===== config.mk =====
export PLATFORM = sky130hd
export DESIGN_NAME = rc4_stream_cipher_unit
export DESIGN_NICKNAME = d
export VERILOG_FILES = /design/src/hw/rtl/rc4_pkg.sv /design/src/hw/rtl/rc4_ram.sv /design/src/hw/rtl/rc4_seq.sv /design/src/hw/rtl/rc4_dp.sv /design/src/hw/rtl/rc4_stream_cipher_unit.sv
export VERILOG_INCLUDE_DIRS = /design/src /design/src/hw/rtl
export SDC_FILE = /design/constraint.sdc
export NUM_CORES = 2
export LEC_CHECK = 0
export CAP_MARGIN = 10
export CORE_MARGIN = 1.5
export CORE_UTILIZATION = 60
export DETAILED_ROUTE_END_ITERATION = 16
export DONT_BUFFER_PORTS = 1
export GPL_TIMING_DRIVEN = 0
export PLACE_DENSITY = 0.74
export SLEW_MARGIN = 30
export SYNTH_ARGS = -nofsm -noshare
export SYNTH_HDL_FRONTEND = slang
export SYNTH_HIERARCHICAL = 1
export SYNTH_SLANG_ARGS = --single-unit

===== constraint.sdc =====
create_clock -name clk_i -period 27.6 [get_ports clk_i]
set_clock_uncertainty 0.05 [all_clocks]
set_input_delay 8.28 -clock clk_i [delete_from_list [all_inputs] [get_ports clk_i]]
set_output_delay 8.28 -clock clk_i [all_outputs]
set_load 0.01 [all_outputs]

===== src/hw/rtl/rc4_stream_cipher_unit_macros.svh =====
// -----------------------------------------------------------------------------
// RC4 stream cipher unit - assertion macros
// Shared concurrent assertion forms, clocked and reset-qualified.
// -----------------------------------------------------------------------------
`ifndef RC4_STREAM_CIPHER_UNIT_MACROS_SVH
`define RC4_STREAM_CIPHER_UNIT_MACROS_SVH

// Consequent holds in the same cycle as the antecedent.
`define RC4_ASSERT_SAME(label, clk, rst_n, ante, cons, msg) \
  label: assert property (@(posedge clk) disable iff (!rst_n) (ante) |-> (cons)) \
    else $error(msg);

// Consequent holds in the cycle after the antecedent.
`define RC4_ASSERT_NEXT(label, clk, rst_n, ante, cons, msg) \
  label: assert property (@(posedge clk) disable iff (!rst_n) (ante) |=> (cons)) \
    else $error(msg);

`endif


===== src/hw/rtl/rc4_pkg.sv =====
// -----------------------------------------------------------------------------
// RC4 package
// Types, constants and the microcode store of the RC4 cipher unit.
// -----------------------------------------------------------------------------
package rc4_pkg;

  localparam int MAX_KEY_BYTES = 256;
  localparam int PERM_DEPTH = 256;

  localparam logic [8:0] KEY_LENGTH_RST = 9'd16;
  localparam logic [9:0] DROP_COUNT_RST = 10'd512;

  // configuration register indexes
  localparam logic CFG_KEY_LENGTH = 1'b0;
  localparam logic CFG_DROP_COUNT = 1'b1;

  typedef enum logic [1:0] {
    A_LOAD  = 2'd0,
    A_SCHED = 2'd1,
    A_DATA  = 2'd2,
    A_NOP   = 2'd3
  } action_e;

  // jump conditions; when false the step counter advances by one, bar dispatch
  typedef enum logic [2:0] {
    C_NEXT,
    C_ALWAYS,
    C_DISPATCH,
    C_DROP_ZERO,
    C_N_MORE,
    C_DROP_MORE,
    C_OUT_DONE
  } cond_e;

  // permutation read address source
  typedef enum logic [2:0] {
    R_NONE,
    R_I_NEXT,
    R_J_A,
    R_AB,
    R_N,
    R_KK,
    R_N_NEXT
  } rsel_e;

  // permutation write source
  typedef enum logic [2:0] {
    W_NONE,
    W_I_B,
    W_J_A,
    W_N_EFF,
    W_K_T
  } wsel_e;

  typedef logic [3:0] upc_t;

  localparam upc_t U_IDLE  = 4'd0;
  localparam upc_t U_LOAD  = 4'd1;
  localparam upc_t U_SINIT = 4'd2;
  localparam upc_t U_SRD   = 4'd3;
  localparam upc_t U_SMIX  = 4'd4;
  localparam upc_t U_SWRN  = 4'd5;
  localparam upc_t U_SWRK  = 4'd6;
  localparam upc_t U_DCHK  = 4'd7;
  localparam upc_t U_K0    = 4'd8;
  localparam upc_t U_K1    = 4'd9;
  localparam upc_t U_K2    = 4'd10;
  localparam upc_t U_K3    = 4'd11;
  localparam upc_t U_K4    = 4'd12;
  localparam upc_t U_K5    = 4'd13;

  typedef struct packed {
    cond_e  cond;
    upc_t   target;
    rsel_e  rsel;
    wsel_e  wsel;
    logic   ks_init;
    logic   inc_i;
    logic   ld_aj;
    logic   ld_b;
    logic   ld_tk;
    logic   step_n;
    logic   dec_drop;
    logic   key_we;
    logic   out_ld;
  } ctl_t;

  typedef struct packed {
    logic dmode;
    logic drop_zero;
    logic drop_one;
    logic n_last;
  } status_t;

  localparam ctl_t CTL_NOP = '{
    cond: C_NEXT, target: U_IDLE, rsel: R_NONE, wsel: W_NONE,
    ks_init: 1'b0, inc_i: 1'b0, ld_aj: 1'b0, ld_b: 1'b0, ld_tk: 1'b0,
    step_n: 1'b0, dec_drop: 1'b0, key_we: 1'b0, out_ld: 1'b0
  };

  // microcode store
  function automatic ctl_t ucode(input upc_t upc);
    ctl_t w;
    w = CTL_NOP;
    unique case (upc)
      U_IDLE:  w.cond = C_DISPATCH;
      U_LOAD: begin
        w.key_we = 1'b1;
        w.cond   = C_ALWAYS;
        w.target = U_IDLE;
      end
      U_SINIT: w.ks_init = 1'b1;
      U_SRD:   w.rsel = R_N;
      U_SMIX: begin
        w.ld_tk = 1'b1;
        w.rsel  = R_KK;
      end
      U_SWRN:  w.wsel = W_N_EFF;
      U_SWRK: begin
        w.wsel   = W_K_T;
        w.rsel   = R_N_NEXT;
        w.step_n = 1'b1;
        w.cond   = C_N_MORE;
        w.target = U_SMIX;
      end
      U_DCHK: begin
        w.cond   = C_DROP_ZERO;
        w.target = U_IDLE;
      end
      U_K0: begin
        w.inc_i = 1'b1;
        w.rsel  = R_I_NEXT;
      end
      U_K1: begin
        w.ld_aj = 1'b1;
        w.rsel  = R_J_A;
      end
      U_K2: begin
        w.ld_b = 1'b1;
        w.wsel = W_I_B;
      end
      U_K3: begin
        w.wsel     = W_J_A;
        w.rsel     = R_AB;
        w.dec_drop = 1'b1;
        w.cond     = C_DROP_MORE;
        w.target   = U_K0;
      end
      // keep re-reading the keystream entry while the beat waits
      U_K4: begin
        w.out_ld = 1'b1;
        w.rsel   = R_AB;
        w.cond   = C_OUT_DONE;
        w.target = U_IDLE;
      end
      U_K5: begin
        w.rsel   = R_AB;
        w.cond   = C_ALWAYS;
        w.target = U_K4;
      end
      default: begin
        w.cond   = C_ALWAYS;
        w.target = U_IDLE;
      end
    endcase
    return w;
  endfunction

endpackage


===== src/hw/rtl/rc4_ram.sv =====
// -----------------------------------------------------------------------------
// RC4 generic RAM
// One write port, one read port, registered read with write-through.
// -----------------------------------------------------------------------------
module rc4_ram #(
  parameter int WIDTH = 8,
  parameter int DEPTH = 256,
  localparam int AW = (DEPTH > 1) ? $clog2(DEPTH) : 1
) (
  input  logic             clk_i,
  input  logic             we_i,
  input  logic [AW-1:0]    waddr_i,
  input  logic [WIDTH-1:0] wdata_i,
  input  logic [AW-1:0]    raddr_i,
  output logic [WIDTH-1:0] rdata_o
);

  logic [WIDTH-1:0] mem_q [DEPTH];
  logic [WIDTH-1:0] rdata_q;

  always_ff @(posedge clk_i) begin
    if (we_i) begin
      mem_q[waddr_i] <= wdata_i;
    end
    if (we_i && (waddr_i == raddr_i)) begin
      rdata_q <= wdata_i;
    end else begin
      rdata_q <= mem_q[raddr_i];
    end
  end

  assign rdata_o = rdata_q;

endmodule


===== src/hw/rtl/rc4_seq.sv =====
// -----------------------------------------------------------------------------
// RC4 microsequencer
// Step counter over the microcode store with conditional jumps.
// -----------------------------------------------------------------------------
module rc4_seq (
  input  logic             clk_i,
  input  logic             rst_ni,
  input  logic             acc_i,
  input  logic [1:0]       action_i,
  input  rc4_pkg::status_t st_i,
  input  logic             out_free_i,
  output rc4_pkg::ctl_t    ctl_o,
  output logic             idle_o
);

  rc4_pkg::upc_t upc_q, upc_d;
  rc4_pkg::ctl_t ctl;
  logic          take;

  assign ctl = rc4_pkg::ucode(upc_q);

  always_comb begin
    take = 1'b0;
    upc_d = upc_q + rc4_pkg::upc_t'(1);
    unique case (ctl.cond)
      rc4_pkg::C_NEXT:      take = 1'b0;
      rc4_pkg::C_ALWAYS:    take = 1'b1;
      rc4_pkg::C_DROP_ZERO: take = st_i.drop_zero;
      rc4_pkg::C_N_MORE:    take = !st_i.n_last;
      rc4_pkg::C_DROP_MORE: take = !st_i.dmode && !st_i.drop_one;
      rc4_pkg::C_OUT_DONE:  take = !st_i.dmode || out_free_i;
      rc4_pkg::C_DISPATCH:  take = 1'b0;
      default:              take = 1'b0;
    endcase
    if (take) begin
      upc_d = ctl.target;
    end
    if (ctl.cond == rc4_pkg::C_DISPATCH) begin
      upc_d = rc4_pkg::U_IDLE;
      if (acc_i) begin
        unique case (action_i)
          rc4_pkg::A_LOAD:  upc_d = rc4_pkg::U_LOAD;
          rc4_pkg::A_SCHED: upc_d = rc4_pkg::U_SINIT;
          rc4_pkg::A_DATA:  upc_d = rc4_pkg::U_K0;
          default:          upc_d = rc4_pkg::U_IDLE;
        endcase
      end
    end
  end

  always_ff @(posedge clk_i or negedge rst_ni) begin
    if (!rst_ni) begin
      upc_q <= rc4_pkg::U_IDLE;
    end else begin
      upc_q <= upc_d;
    end
  end

  assign ctl_o  = ctl;
  assign idle_o = (upc_q == rc4_pkg::U_IDLE);

endmodule


===== src/hw/rtl/rc4_dp.sv =====
// -----------------------------------------------------------------------------
// RC4 datapath
// Permutation and key stores, index registers and counters.
// -----------------------------------------------------------------------------
module rc4_dp #(
  parameter int MAX_KEY_BYTES = rc4_pkg::MAX_KEY_BYTES
) (
  input  logic             clk_i,
  input  logic             rst_ni,
  input  rc4_pkg::ctl_t    ctl_i,
  input  logic             acc_i,
  input  logic [1:0]       action_i,
  input  logic [7:0]       key_index_i,
  input  logic [7:0]       value_i,
  input  logic [8:0]       key_len_i,
  input  logic [9:0]       drop_cnt_i,
  output rc4_pkg::status_t st_o,
  output logic [7:0]       out_byte_o
);

  localparam int KW = (MAX_KEY_BYTES > 1) ? $clog2(MAX_KEY_BYTES) : 1;

  logic [7:0]   i_q, j_q, a_q, b_q, t_q, k_q, n_q;
  logic [KW-1:0] pos_q, pos_d;
  logic [9:0]   drop_q;
  logic         dmode_q;
  logic [7:0]   value_q, kidx_q;
  logic [255:0] vld_q;
  logic         rvld_q;
  logic [7:0]   raddr_q;

  logic [7:0]   p_rdata, k_rdata, eff, kk;
  logic [7:0]   raddr, waddr, wdata;
  logic         we, key_we;
  logic [8:0]   pos_inc;

  // unwritten permutation entries read as their own index
  assign eff = rvld_q ? p_rdata : raddr_q;
  assign kk  = k_q + eff + k_rdata;

  always_comb begin
    unique case (ctl_i.rsel)
      rc4_pkg::R_I_NEXT: raddr = i_q + 8'd1;
      rc4_pkg::R_J_A:    raddr = j_q + eff;
      rc4_pkg::R_AB:     raddr = a_q + b_q;
      rc4_pkg::R_N:      raddr = n_q;
      rc4_pkg::R_KK:     raddr = kk;
      rc4_pkg::R_N_NEXT: raddr = n_q + 8'd1;
      default:           raddr = i_q;
    endcase
  end

  always_comb begin
    we    = 1'b1;
    waddr = i_q;
    wdata = eff;
    unique case (ctl_i.wsel)
      rc4_pkg::W_I_B: begin
        waddr = i_q;
        wdata = eff;
      end
      rc4_pkg::W_J_A: begin
        waddr = j_q;
        wdata = a_q;
      end
      rc4_pkg::W_N_EFF: begin
        waddr = n_q;
        wdata = eff;
      end
      rc4_pkg::W_K_T: begin
        waddr = k_q;
        wdata = t_q;
      end
      default: we = 1'b0;
    endcase
  end

  // cyclic key position
  assign pos_inc = 9'(pos_q) + 9'd1;
  always_comb begin
    pos_d = pos_q;
    if (ctl_i.ks_init) begin
      pos_d = '0;
    end else if (ctl_i.step_n) begin
      pos_d = (pos_inc >= key_len_i) ? '0 : pos_inc[KW-1:0];
    end
  end

  assign key_we = ctl_i.key_we && ({1'b0, kidx_q} < 9'(MAX_KEY_BYTES));

  rc4_ram #(
    .WIDTH (8),
    .DEPTH (rc4_pkg::PERM_DEPTH)
  ) u_perm (
    .clk_i   (clk_i),
    .we_i    (we),
    .waddr_i (waddr),
    .wdata_i (wdata),
    .raddr_i (raddr),
    .rdata_o (p_rdata)
  );

  rc4_ram #(
    .WIDTH (8),
    .DEPTH (MAX_KEY_BYTES)
  ) u_key (
    .clk_i   (clk_i),
    .we_i    (key_we),
    .waddr_i (kidx_q[KW-1:0]),
    .wdata_i (value_q),
    .raddr_i (pos_d),
    .rdata_o (k_rdata)
  );

  always_ff @(posedge clk_i or negedge rst_ni) begin
    if (!rst_ni) begin
      i_q     <= '0;
      j_q     <= '0;
      vld_q   <= '0;
      rvld_q  <= 1'b0;
      dmode_q <= 1'b0;
    end else begin
      rvld_q <= vld_q[raddr] || (we && (waddr == raddr));
      if (ctl_i.ks_init) begin
        vld_q <= '0;
        i_q   <= '0;
        j_q   <= '0;
      end else begin
        if (we) begin
          vld_q[waddr] <= 1'b1;
        end
        if (ctl_i.inc_i) begin
          i_q <= i_q + 8'd1;
        end
        if (ctl_i.ld_aj) begin
          j_q <= j_q + eff;
        end
      end
      if (acc_i) begin
        dmode_q <= (action_i == rc4_pkg::A_DATA);
      end
    end
  end

  always_ff @(posedge clk_i) begin
    raddr_q <= raddr;
    pos_q   <= pos_d;
    if (acc_i) begin
      value_q <= value_i;
      kidx_q  <= key_index_i;
    end
    if (ctl_i.ks_init) begin
      n_q    <= '0;
      k_q    <= '0;
      drop_q <= drop_cnt_i;
    end else begin
      if (ctl_i.step_n) begin
        n_q <= n_q + 8'd1;
      end
      if (ctl_i.ld_tk) begin
        t_q <= eff;
        k_q <= kk;
      end
      if (ctl_i.dec_drop) begin
        drop_q <= drop_q - 10'd1;
      end
    end
    if (ctl_i.ld_aj) begin
      a_q <= eff;
    end
    if (ctl_i.ld_b) begin
      b_q <= eff;
    end
  end

  assign st_o.dmode     = dmode_q;
  assign st_o.drop_zero = (drop_q == 10'd0);
  assign st_o.drop_one  = (drop_q == 10'd1);
  assign st_o.n_last    = (n_q == 8'hFF);

  assign out_byte_o = value_q ^ eff;

endmodule


===== src/hw/rtl/rc4_stream_cipher_unit.sv =====
// -----------------------------------------------------------------------------
// RC4 stream cipher unit
// RC4 with keystream discard after key scheduling, microcode controlled.
// -----------------------------------------------------------------------------
// A beat on the input channel carries an action: load one key byte, run the
// key schedule (identity permutation, 256 mixing rounds with the key used
// cyclically over key_length bytes, indices cleared, then drop_count keystream
// bytes thrown away), or cipher one data byte, which gives exactly one output
// beat (value XOR keystream; the same operation encrypts and decrypts). Loads,
// schedules and the unused action give no output beat. A small microsequencer
// steps through a control store; all permutation traffic goes through one
// single-read-port memory, and that port sets the pace: a data byte runs the
// read/swap/read of one keystream step, hands the result over and returns to
// idle, and a schedule runs its mixing rounds, then one keystream step per
// dropped byte. The unit takes one item at a time; a finished output beat
// waits in its own register, so the next item is accepted while it is still
// stalled. The permutation needs no clearing pass: a valid bit per entry makes
// unwritten entries read as the identity, and a schedule clears them all at
// its start. Configuration is written through the plain write port; the user
// must write it only while the unit idles; the block does not enforce it.
// -----------------------------------------------------------------------------
`include "rc4_stream_cipher_unit_macros.svh"

module rc4_stream_cipher_unit #(
  parameter int MAX_KEY_BYTES = rc4_pkg::MAX_KEY_BYTES
) (
  input  logic       clk_i,
  input  logic       rst_ni,
  // config write port
  input  logic       cfg_we_i,
  input  logic       cfg_idx_i,
  input  logic [9:0] cfg_data_i,
  // input channel
  input  logic       in_valid_i,
  output logic       in_stall_o,
  input  logic [1:0] action_i,
  input  logic [7:0] key_index_i,
  input  logic [7:0] value_i,
  // output channel
  output logic       out_valid_o,
  input  logic       out_stall_i,
  output logic [7:0] out_byte_o
);

  logic [8:0] key_length_q;
  logic [9:0] drop_count_q;
  logic [8:0] key_len_eff;

  rc4_pkg::ctl_t    ctl;
  rc4_pkg::status_t st;
  logic             idle;
  logic             in_acc;
  logic             out_free;
  logic             out_ld;
  logic [7:0]       dp_byte;

  logic       out_valid_q, out_valid_d;
  logic [7:0] out_byte_q;

  // config registers
  always_ff @(posedge clk_i or negedge rst_ni) begin
    if (!rst_ni) begin
      key_length_q <= rc4_pkg::KEY_LENGTH_RST;
      drop_count_q <= rc4_pkg::DROP_COUNT_RST;
    end else if (cfg_we_i) begin
      unique case (cfg_idx_i)
        rc4_pkg::CFG_KEY_LENGTH: key_length_q <= cfg_data_i[8:0];
        rc4_pkg::CFG_DROP_COUNT: drop_count_q <= cfg_data_i;
        default:                 key_length_q <= key_length_q;
      endcase
    end
  end

  // zero length acts as one, oversize saturates to the key store depth
  always_comb begin
    key_len_eff = key_length_q;
    if (key_length_q == 9'd0) begin
      key_len_eff = 9'd1;
    end else if (key_length_q > 9'(MAX_KEY_BYTES)) begin
      key_len_eff = 9'(MAX_KEY_BYTES);
    end
  end

  // input side: one item at a time, taken only from idle
  assign in_stall_o = !idle;
  assign in_acc     = in_valid_i && !in_stall_o;

  // output register frees as its beat is taken
  assign out_free = !out_valid_q || !out_stall_i;
  assign out_ld   = ctl.out_ld && st.dmode && out_free;

  rc4_seq u_seq (
    .clk_i      (clk_i),
    .rst_ni     (rst_ni),
    .acc_i      (in_acc),
    .action_i   (action_i),
    .st_i       (st),
    .out_free_i (out_free),
    .ctl_o      (ctl),
    .idle_o     (idle)
  );

  rc4_dp #(
    .MAX_KEY_BYTES (MAX_KEY_BYTES)
  ) u_dp (
    .clk_i       (clk_i),
    .rst_ni      (rst_ni),
    .ctl_i       (ctl),
    .acc_i       (in_acc),
    .action_i    (action_i),
    .key_index_i (key_index_i),
    .value_i     (value_i),
    .key_len_i   (key_len_eff),
    .drop_cnt_i  (drop_count_q),
    .st_o        (st),
    .out_byte_o  (dp_byte)
  );

  always_comb begin
    out_valid_d = out_valid_q && out_stall_i;
    if (out_ld) begin
      out_valid_d = 1'b1;
    end
  end

  always_ff @(posedge clk_i or negedge rst_ni) begin
    if (!rst_ni) begin
      out_valid_q <= 1'b0;
    end else begin
      out_valid_q <= out_valid_d;
    end
  end

  always_ff @(posedge clk_i) begin
    if (out_ld) begin
      out_byte_q <= dp_byte;
    end
  end

  assign out_valid_o = out_valid_q;
  assign out_byte_o  = out_byte_q;

  // any real work leaves idle on the next cycle
  `RC4_ASSERT_NEXT(a_busy_after_accept, clk_i, rst_ni, in_acc && (action_i != rc4_pkg::A_NOP), in_stall_o, "accepted item did not start the sequencer")
  // a handed-over result ends its item
  `RC4_ASSERT_NEXT(a_idle_after_result, clk_i, rst_ni, out_ld, idle, "sequencer busy after result beat")
  // a schedule with nothing to drop returns straight to idle
  `RC4_ASSERT_NEXT(a_no_drop_ends, clk_i, rst_ni, (ctl.cond == rc4_pkg::C_DROP_ZERO) && st.drop_zero, idle, "schedule did not end with zero drop count")
  // results only come out of the data path, never while idle
  `RC4_ASSERT_SAME(a_result_not_idle, clk_i, rst_ni, out_ld, !idle && !in_stall_o == 1'b0, "result produced from idle")

endmodule

==> flow_summary_export.csv <==
group,metric,value,unit
run_status,run_status,"finished with violations",
run_status,violations,"max-slew violations",
drt,drt_first_pass_iters,10,
timing,setup_viol,0,
finish,layout-drive-gt1-share,21.64,%
timing,fmax,93.96,MHz
power,p_comb_share,38.2,%
drt,num_vias,104100,
clock_tree,post-cts-setup-buffers,0,
floorplan,start_util,60.32,%
finish,ff_latch_area,133200,sq um
power,p_seq_share,37.4,%
clock_tree,hold_buffers,0,
placed_design,hpwl,385.1,mm
critical_path,cp_cell_sequence,"inv_1 > ha_1 > nor3b_4 > inv_1",
finish,nFillCells,18170,
critical_path,critPathMaxStageDelay,0.47,ns
critical_path,cp_common_cell,"inv_1",
critical_path,cp-end-kind,"output port",
synth,yosysWarnings,6,
min_path,hp-class,"flip-flop to flip-flop",
timing,slew_violations,100,
timing,fin_setup_tns,0,ns
drt,drtIter0Drc,17650,
critical_path,cp_data_arrival_time,2.31,ns
min_path,min_path_cells,2,
grt,antenna_found_initial,15,
timing,relSlewSlack,-5.285,%
critical_path,start_kind,"flip-flop",
placed_design,io_buffers,0,
grt,grt_max_degree,299,
finish,nNetsFinal,10420,
critical_path,crit_fanout,9,
run,maxCapViolCount,0,
power,swShare,36.38,%
synth,syn_area_per_cell,18.57,sq um
floorplan,fp.dieH,549.5,um
power,irDropWorstVdd,0.1347,mV
floorplan,fp.coreArea,297000,sq um
timing,fin_crit,10.64,ns
clock_tree,cts_tree,"built",
placed_design,place_congestion,1.003,
critical_path,r2r_cells,23,
timing,finalHoldViolCount,0,
floorplan,num_rows,200,
power,pwr-share-clk,24.5,%
clock_tree,clkSinkCount,4500,
timing,setup_ws,16.96,ns
clock_tree,ctsResizeCount,0,
clock_tree,cts.clk_slew.worst_paths,0.06,ns
grt,grt_pass1_wl,765.3,mm
power,power_density,119.8,nW/um^2
clock_tree,cts_buffers,434,
floorplan,dieArea,301900,sq um
critical_path,cpMaxStageDelayCell,"nor3b_4",
grt,grt_pass1_vias,102000,
finish,multi_input_area,42650,sq um
synth,netlist_area,179200,sq um
drt,drc,0,
timing,post-route-period-util,38.56,%
floorplan,die_x,549.5,um
power,p_int,15.49,mW
timing,worst_pin_slew,1.579,ns
floorplan,ios,44,
power,p_leak,65.83,nW
drt,wl_per_cell,37.56,um
grt,grt-ovfl-total,0,
synth,syn_inst,9648,
drt,routed_wl,550.1,mm
grt,grt_usage,36.55,%
clock_tree,clk-insertion-delay-late,1.00,ns
finish,syn_to_final_growth,13.43,%
critical_path,critPathKind,"flip-flop to output port",
drt,antenna_left,0,
clock_tree,clockBufferDepth,4,
critical_path,critical_path_buf_inv_count,2,
critical_path,crit_family,"simple AND/OR/NAND/NOR gates",
critical_path,path_depth,4,
clock_tree,htreeDepth,5,
power,switchingPower,8.857,mW
clock_tree,clockRootBuffer,"clkbuf_16",
drt,viasPerCell,7.105,
placed_design,place_ws,17.71,ns
timing,rsz0062_at_grt,"false",
synth,synth_fp_nets,9730,
critical_path,cp.required,19.27,ns
## path summary, 6_finish.rpt
check,startpoint,to,slack (ns)
max in group asynchronous,rst_ni,u_dp/vld_q[62],19.27
setup reg to reg,flip-flop,u_dp/rvld_q,17.23
min in group asynchronous,rst_ni,key_length_q[0],7.03
setup / recovery,u_seq/upc_q[1],in_stall_o,16.96
hold / removal,u_dp/vld_q[245],u_dp/vld_q[245],0.45
hold reg to reg,u_dp/vld_q[245],u_dp/vld_q[245],0.45
## flip-flops by register name, indices dropped and copies added, names as in the netlist, 9 cells and up, named ones only
register,count
u_dp/u_key/mem_q,2048
u_dp/u_perm/mem_q,2048
u_dp/vld_q,256
drop_count_q,10
u_dp/drop_q,10
key_length_q,9
## per-layer routing
metal / up-vias / part of all wire (%) / global-route usage (%)
li1: 40370 / - / -
met3: 1985 / 13 / 10.16
met1: 53040 / 33 / 46.36
met5: - / 0.033 / 0.2058
met4: 10 / 9.1 / 26.29
met2: 8657 / 45 / 54.87
## worst register-to-register path, delay by kind of cell, from the launching register on
| kind | cells | cell delay (ns) |
|---|---|---|
| AO/OA/AOI/OAI | 10 | 3.48 |
| buffers and inverters | 5 | 2.50 |
| AND/OR/NAND/NOR | 4 | 2.01 |
| adder cells (fa/ha/maj) | 2 | 0.99 |
| flip-flops | 1 | 0.61 |
| multiplexers | 1 | 0.41 |
| XOR/XNOR | 1 | 0.21 |
## per-stage QoR
step / std cells / power [mW] / hold slack (ns) / util, % / cell area [sq um]
floorplan: 9648 / 14.43 / 0.4045 / - / 179200
global placement: 13590 / 17.86 / 0.4186 / 61.98 / 184100
detailed placement: 13840 / 18.15 / 0.4290 / 63.58 / 188900
CTS: 14640 / 24.04 / 0.4475 / 68.38 / 203100
global route: 14640 / 24.77 / 0.4665 / 68.41 / 203200
finish: 14650 / 24.35 / 0.4491 / 68.42 / 203200
## area by class of cell
class / instances / share of cell area, %
flip-flops and latches: 4500 / 65.52
multi-input cells: 4478 / 20.99
clock buffers: 532 / 5.607
well taps: 3939 / 2.425
repair buffers: 249 / 2.097
plain buffers: 620 / 1.860
clock inverters: 268 / 1.397
inverters: 50 / 0.09481
diodes: 12 / 0.01478
## power groups by stage
stage | registers, mW | clock network, mW | logic, mW
6_report | 9.10 | 5.96 | 9.29
5_1_grt | 9.11 | 6.24 | 9.43
4_1_cts | 9.10 | 5.98 | 8.96
3_5_place_dp | 9.24 | 0 | 8.91
3_3_place_gp | 10.5 | 0 | 7.40
2_1_floorplan | 9.92 | 0 | 4.51
## cells in the final DEF, fill, tap and decap left out, types with 40 or more instances in the layout
master     count
nor2_1       929
nor3_1        64
nand2_1      298
clkbuf_1     313
nor2b_1       84
mux4_2       908
xnor2_1       40
mux2i_1      342
buf_2        132
buf_8        124
buf_16        65
buf_6        115
a21oi_1      496
nand3_1      132
a22oi_1      271
dfxtp_1       48
clkbuf_2      78
edfxtp_1    4154
dfrtp_1      296
clkinv_2      84
o221ai_1      92
bufinv_16     45
clkinv_1      98
inv_1         43
o21ai_0       67
a211oi_1      46
o22ai_1       61
buf_4         77
clkbuf_16    439
(Power assumes the default switching activity.)
